### config.mk
export PLATFORM = sky130hd
export DESIGN_NAME = device_lock_fifo_handoff_top
export DESIGN_NICKNAME = d
export VERILOG_FILES = /design/src/rtl/dlfh_pkg.sv /design/src/rtl/dlfh_wait_mem.sv /design/src/rtl/dlfh_lock_state.sv /design/src/rtl/device_lock_fifo_handoff_top.sv
export SDC_FILE = /design/constraint.sdc
export NUM_CORES = 1
export LEC_CHECK = 0
export BUFFER_PORTS_ARGS = -buffer_cell sky130_fd_sc_hd__buf_2
export CORE_MARGIN = 8
export CORE_UTILIZATION = 35
export CTS_CLUSTER_SIZE = 20
export DETAILED_ROUTE_END_ITERATION = 7
export GPL_ROUTABILITY_DRIVEN = 0
export PLACE_DENSITY = 0.49
export RECOVER_POWER = 50
export SETUP_SLACK_MARGIN = 0.5
export SKIP_LAST_GASP = 1
export SLEW_MARGIN = 0
export SYNTH_ARGS = -nofsm -noshare
export SYNTH_HDL_FRONTEND = slang
export SYNTH_SLANG_ARGS = --single-unit
### constraint.sdc
create_clock -name clk -period 5 [get_ports clk]
set_input_delay 1.5 -clock clk [delete_from_list [all_inputs] [get_ports clk]]
set_output_delay 1.5 -clock clk [all_outputs]
set_load 0.05 [all_outputs]
### src/rtl/dlfh_pkg.sv
package dlfh_pkg;

	localparam int NUM_DEV    = 6;
	localparam int DEV_W      = 3;
	localparam int ID_BITS    = 8;
	localparam int WAIT_DEPTH = 16;
	localparam int PTR_W      = $clog2(WAIT_DEPTH);
	localparam int CNT_W      = $clog2(WAIT_DEPTH + 1);
	localparam int MEM_DEPTH  = NUM_DEV * WAIT_DEPTH;
	localparam int ADDR_W     = $clog2(MEM_DEPTH);

	localparam logic OP_REQUEST = 1'b0;
	localparam logic OP_RELEASE = 1'b1;

	typedef logic [ID_BITS-1:0] id_t;
	typedef logic [DEV_W-1:0]   dev_t;
	typedef logic [PTR_W-1:0]   ptr_t;
	typedef logic [CNT_W-1:0]   cnt_t;
	typedef logic [ADDR_W-1:0]  addr_t;

	typedef struct packed {
		logic granted;
		logic queued;
		logic queue_full;
		logic released;
		logic owner_valid;
		id_t  owner_id;
	} res_t;

	typedef struct packed {
		logic  en;
		addr_t addr;
		id_t   data;
	} mem_wr_t;

	function automatic ptr_t next_slot(input ptr_t p);
		return (p == PTR_W'(WAIT_DEPTH - 1)) ? '0 : ptr_t'(p + 1'b1);
	endfunction

	function automatic addr_t mem_addr(input dev_t dev, input ptr_t p);
		return addr_t'(addr_t'(dev) * addr_t'(WAIT_DEPTH)) + addr_t'(p);
	endfunction

endpackage

### src/rtl/dlfh_wait_mem.sv
module dlfh_wait_mem (
	input  logic              clk,
	input  logic              arst_n,
	input  dlfh_pkg::mem_wr_t wr,
	input  logic              rd_en,
	input  dlfh_pkg::addr_t   rd_addr,
	output dlfh_pkg::id_t     rd_data
);
	import dlfh_pkg::*;

	id_t  mem [MEM_DEPTH];
	id_t  rd_q;
	id_t  byp_data_q;
	logic byp_q;

	always_ff @(posedge clk) begin
		if (wr.en) begin
			mem[wr.addr] <= wr.data;
		end
	end

	always_ff @(posedge clk) begin
		if (rd_en) begin
			rd_q       <= mem[rd_addr];
			byp_data_q <= wr.data;
		end
	end

	// same-cycle write to the read address wins
	always_ff @(posedge clk or negedge arst_n) begin
		if (!arst_n) begin
			byp_q <= 1'b0;
		end else if (rd_en) begin
			byp_q <= wr.en && (wr.addr == rd_addr);
		end
	end

	assign rd_data = byp_q ? byp_data_q : rd_q;

endmodule

### src/rtl/dlfh_lock_state.sv
module dlfh_lock_state (
	input  logic              clk,
	input  logic              arst_n,
	input  logic              fire,
	input  logic              op,
	input  dlfh_pkg::dev_t    dev,
	input  dlfh_pkg::id_t     id,
	input  dlfh_pkg::id_t     head_data,
	input  dlfh_pkg::dev_t    acc_dev,
	output dlfh_pkg::res_t    res,
	output dlfh_pkg::mem_wr_t wr,
	output dlfh_pkg::addr_t   rd_addr
);
	import dlfh_pkg::*;

	logic held_q [NUM_DEV];
	id_t  pid_q  [NUM_DEV];
	ptr_t head_q [NUM_DEV];
	ptr_t tail_q [NUM_DEV];
	cnt_t cnt_q  [NUM_DEV];

	logic dev_ok;
	logic held, n_held;
	id_t  pid, n_pid;
	ptr_t head, n_head, tail, n_tail, rd_head;
	cnt_t cnt, n_cnt;

	assign dev_ok = dev < DEV_W'(NUM_DEV);

	always_comb begin
		held = 1'b0;
		pid  = '0;
		head = '0;
		tail = '0;
		cnt  = '0;
		for (int i = 0; i < NUM_DEV; i++) begin
			if (dev == DEV_W'(i)) begin
				held = held_q[i];
				pid  = pid_q[i];
				head = head_q[i];
				tail = tail_q[i];
				cnt  = cnt_q[i];
			end
		end

		n_held  = held;
		n_pid   = pid;
		n_head  = head;
		n_tail  = tail;
		n_cnt   = cnt;
		res     = '0;
		wr.en   = 1'b0;
		wr.addr = mem_addr(dev, tail);
		wr.data = id;

		if (dev_ok) begin
			if (op == OP_REQUEST) begin
				if (!held || pid == id) begin
					n_held      = 1'b1;
					n_pid       = id;
					res.granted = 1'b1;
				end else if (cnt != CNT_W'(WAIT_DEPTH)) begin
					wr.en      = fire;
					n_tail     = next_slot(tail);
					n_cnt      = cnt_t'(cnt + 1'b1);
					res.queued = 1'b1;
				end else begin
					res.queue_full = 1'b1;
				end
			end else if (held && pid == id) begin
				res.released = 1'b1;
				if (cnt != '0) begin
					n_pid  = head_data;
					n_head = next_slot(head);
					n_cnt  = cnt_t'(cnt - 1'b1);
				end else begin
					n_held = 1'b0;
					n_pid  = '0;
				end
			end
			res.owner_valid = n_held;
			res.owner_id    = n_held ? n_pid : '0;
		end
	end

	// head pointer for the incoming item, seen through this cycle's update
	always_comb begin
		rd_head = '0;
		for (int i = 0; i < NUM_DEV; i++) begin
			if (acc_dev == DEV_W'(i)) begin
				rd_head = head_q[i];
			end
		end
		if (fire && dev_ok && acc_dev == dev) begin
			rd_head = n_head;
		end
		rd_addr = mem_addr(acc_dev, rd_head);
	end

	always_ff @(posedge clk or negedge arst_n) begin
		if (!arst_n) begin
			for (int i = 0; i < NUM_DEV; i++) begin
				held_q[i] <= 1'b0;
				pid_q[i]  <= '0;
				head_q[i] <= '0;
				tail_q[i] <= '0;
				cnt_q[i]  <= '0;
			end
		end else if (fire && dev_ok) begin
			for (int i = 0; i < NUM_DEV; i++) begin
				if (dev == DEV_W'(i)) begin
					held_q[i] <= n_held;
					pid_q[i]  <= n_pid;
					head_q[i] <= n_head;
					tail_q[i] <= n_tail;
					cnt_q[i]  <= n_cnt;
				end
			end
		end
	end

endmodule

### src/rtl/device_lock_fifo_handoff_top.sv
// Six device locks (modem, scanner, printer 1/2, disk 1/2), each with an owner
// and a 16-deep FIFO of waiters. One request or release transfer is taken per
// cycle unless the result stalls; the result is registered after the input
// register, which also launches the read of the queue head from the shared
// 96-entry wait memory (one write, one read per cycle); lock update and result
// register follow. Resource codes 6 and 7 return an all-zero result. The wait
// memory needs no clearing after reset, so the block takes input right away.
module device_lock_fifo_handoff_top (
	input  logic           clk,
	input  logic           arst_n,
	input  logic           req_valid,
	output logic           req_stall,
	input  logic           operation,
	input  dlfh_pkg::dev_t resource,
	input  dlfh_pkg::id_t  requester_id,
	output logic           rsp_valid,
	input  logic           rsp_stall,
	output logic           granted,
	output logic           queued,
	output logic           queue_full,
	output logic           released,
	output logic           owner_valid,
	output dlfh_pkg::id_t  owner_id
);
	import dlfh_pkg::*;

	logic    valid_s1, valid_s2;
	logic    op_s1;
	dev_t    dev_s1;
	id_t     id_s1;
	res_t    res, res_s2;
	mem_wr_t wr;
	addr_t   rd_addr;
	id_t     head_data;
	logic    fire, acc;

	assign fire      = valid_s1 && (!valid_s2 || !rsp_stall);
	assign req_stall = valid_s1 && !fire;
	assign acc       = req_valid && !req_stall;

	always_ff @(posedge clk or negedge arst_n) begin
		if (!arst_n) begin
			valid_s1 <= 1'b0;
			valid_s2 <= 1'b0;
		end else begin
			if (acc) begin
				valid_s1 <= 1'b1;
			end else if (fire) begin
				valid_s1 <= 1'b0;
			end
			if (fire) begin
				valid_s2 <= 1'b1;
			end else if (!rsp_stall) begin
				valid_s2 <= 1'b0;
			end
		end
	end

	always_ff @(posedge clk) begin
		if (acc) begin
			op_s1  <= operation;
			dev_s1 <= resource;
			id_s1  <= requester_id;
		end
		if (fire) begin
			res_s2 <= res;
		end
	end

	dlfh_lock_state u_state (
		.clk       (clk),
		.arst_n    (arst_n),
		.fire      (fire),
		.op        (op_s1),
		.dev       (dev_s1),
		.id        (id_s1),
		.head_data (head_data),
		.acc_dev   (resource),
		.res       (res),
		.wr        (wr),
		.rd_addr   (rd_addr)
	);

	dlfh_wait_mem u_mem (
		.clk     (clk),
		.arst_n  (arst_n),
		.wr      (wr),
		.rd_en   (acc),
		.rd_addr (rd_addr),
		.rd_data (head_data)
	);

	assign rsp_valid   = valid_s2;
	assign granted     = res_s2.granted;
	assign queued      = res_s2.queued;
	assign queue_full  = res_s2.queue_full;
	assign released    = res_s2.released;
	assign owner_valid = res_s2.owner_valid;
	assign owner_id    = res_s2.owner_id;

endmodule

==> results.cfg <==
[synthesis]
synth_area_sq_mm = 0.03960
ys_warn_count = 0
avgSynthCellArea_sq_um = 12.87
synth-seq-cells = 944
async_reset_ff_share_pct = 14.30
synth_ff_type = edfxtp_1
synth-edff-count = 809
synth_top_area_cell = edfxtp_1
synthTopCellsByCount = edfxtp_1, nand2_1, nor2_1, dfrtp_1, mux2i_1
synth_nets = 3097
synth.most_common_cell = edfxtp_1
yosysTopAreaCellShare_pct = 61.35
netlist_top_cells_area = edfxtp_1, dfrtp_1, nand2_1
netlist_instances = 3077
synth_cell_type_count = 78
synth-seq-area-share_pct = 69.88

[global_routing]
grt_max_degree = 114
grt_pass1_wl_mm = 176.7
antenna_found_initial = 2
grt_overflow = 0
grt_pass1_vias = 26470
track_usage_pct = 18.71

[floorplan]
dieHeight_microns = 352.4
die_x_microns = 352.4
initial_utilization_pct = 35.25
dieArea_sq_mm = 0.1242
design.core.area_sq_mm = 0.1123
num_io_pins = 31
rows = 123

[clock_network]
cts_hold_buf = 0
cts.sinks = 944
h-tree-depth = 3
clk_latency_ns = 0.69
cts_tree = built
clk_pin_slew_ns = 0.06
clk_path_buf_depth = 3
cts_buffers = 101
cts_root_buf = clkbuf_16

[critical_path]
cp-start-kind = input pin
worstPathRequired_ns = 5.53
crit_path_end_kind = flip-flop
worst-setup-path-type = in -> reg
cp_max_fo = 15
arrival_ns = 5.28

[placement]
place_inst = 4653
dp_hpwl_mm = 75.33
place_ws_ns = -0.2127
dpl_cell_area_sq_mm = 0.04295
io_buffers = 30

[timing]
setup_ws_ns = 0.2594
whs_ns = 0.4771
fin_skew_ns = 0.04165
max_freq_mhz = 210.9
drv_slew = 751
setup_viol = 0
tightest_slew_ns = 3.613
hold_viol = 0
fin_crit_sh_pct = 94.81
grt_setup_unrepaired = true
worst_slew_margin_rel_pct = -140.9
period_needed_ns = 4.741

[layout]
fin_area_sq_mm = 0.04820
instances_no_fill = 4893
drive_gt1_share_pct = 22.76
finalNetCount = 3328
n_fill_cell = 10370
syn_to_final_growth_pct = 21.73

[routing]
ant_nets = 0
remaining_drc_errors = 0
drt_wl_total_mm = 121.0
wl_per_cell_microns = 24.73
drt_pass1_iterations = 5
drtIter0Drc = 2458
via_per_inst = 5.433
vias = 26580

[pwr]
power_mw = 18.02
clockPowerShare_pct = 42.3
powerDensity_mw_per_mm2 = 373.8
p_sw_mw = 4.163
internal_power_mw = 13.85
swShare_pct = 23.11
seqPwrFrac_pct = 50.0
peakVddDrop_mv = 0.2696
leakagePower_nw = 16.85
pwr-share-comb_pct = 7.8

[run]
cap_violations = 13

[status]
violations = capacitance limit, slew limit
status = complete, but fails checks

[min_path]
worstHoldPathType = reg -> reg
[final timing paths]
check,cells past startpoint,slack [ns],endpoint,startpoint
setup / recovery,15,0.26,u_mem.rd_q[5]$_DFFE_PP_,resource[0]
hold / removal,2,0.48,u_state.tail_q[10]$_DFFE_PN0P_,u_state.tail_q[10]$_DFFE_PN0P_
setup reg to reg,20,0.26,u_mem.rd_q[7]$_DFFE_PP_,dev_s1[0]$_DFFE_PP_
hold reg to reg,2,0.48,u_state.tail_q[10]$_DFFE_PN0P_,u_state.tail_q[10]$_DFFE_PN0P_
max in group asynchronous,2,0.95,u_state.pid_q[17]$_DFFE_PN0P_,arst_n
min in group asynchronous,1,1.75,u_state.tail_q[20]$_DFFE_PN0P_,arst_n
[sequential cells by signal (all words and copies together) (netlist names), 8 cells and up]
name	cells
u_mem.rd_q	8
u_state.pid_q	48
u_state.cnt_q	30
u_mem.mem	768
id_s1	8
u_state.tail_q	24
u_mem.byp_data_q	8
owner_id	8
u_state.head_q	24
[kinds of logic (layout without fill, tap and decap cells)]
| family | count (synthesis) | count (layout) | share of synthesized area [%] |
|---|---|---|---|
| fa+ha+maj | 4 | 4 | 0.1264 |
| compound gates | 492 | 494 | 8.633 |
| xor+xnor | 10 | 10 | 0.2212 |
| other cells | 0 | 1 | 0 |
| simple gates | 1222 | 1222 | 13.38 |
| mux | 180 | 180 | 5.005 |
| flops | 944 | 944 | 69.88 |
| buf+inv | 225 | 538 | 2.752 |
[per-layer routing]
layer / GRT usage (%) / wire length, microns
met5: 0 / 0
met4: 6.292 / 3623
met3: 3.233 / 7907
met2: 30.57 / 57790
met1: 25.23 / 51700
[what timing repair did]
| item | CTS | global route |
|---|---|---|
| endpoints found under the hold margin | 0 | 0 |
| pin swaps | 30 | 29 |
| buffers inserted | 24 | 15 |
| gates cloned | 11 | 2 |
| resized for setup | 170 | 108 |
| setup endpoints to repair | 294 | 583 |
[per-stage QoR]
stage | utilization [%] | setup TNS (ns)
after floorplan | - | 0
after global placement | 38.23 | -0.2786
final | 42.90 | 0
after detailed placement | 38.23 | -0.3475
after CTS | 42.35 | 0
after global routing | 42.90 | 0
[layout make-up]
| type | instances | area (sq um) | area share, % |
|---|---|---|---|
| tap | 1500 | 1877 | 3.894 |
| clock buffer | 130 | 2751 | 5.708 |
| sequential | 944 | 27670 | 57.41 |
| multi-input combinational | 1910 | 12040 | 24.98 |
| inverter | 18 | 72.57 | 0.1506 |
| antenna | 1 | 2.502 | 0.005192 |
| clock inverter | 57 | 610.6 | 1.267 |
| timing repair buffer | 333 | 3173 | 6.583 |
[worst max-delay path: stages]
cell	delay, ns
clkbuf_1	0.49
xor2_1	0.19
nor3_1	0.08
and3_1	0.21
buf_4	0.23
nor2_2	0.60
a31oi_4	0.13
buf_4	0.19
buf_12	0.15
buf_12	0.15
and3_1	0.15
a31oi_1	0.24
o211ai_1	0.22
or4_4	0.60
nand3_1	0.10
[power by group through the flow]
stage / registers [mW] / clock network [mW] / logic [mW]
after global routing: 9.03 / 8.05 / 1.51
after CTS: 8.98 / 7.76 / 1.35
after global placement: 9.12 / 0 / 1.23
final: 9.00 / 7.61 / 1.40
after floorplan: 9.18 / 0 / 0.673
after detailed placement: 9.13 / 0 / 1.25
[cell usage in the layout, fill, tap and decap left out, types with 63 or more instances in the layout]
master     count
nand3_1      101
nor2_1        73
o21ai_0       78
edfxtp_1     809
mux2_2        63
clkbuf_16    107
and3_1       105
mux2i_1       99
buf_4        217
dfrtp_1      135
a21oi_1       79
nand2_1      751
(Power assumes the default switching activity.)
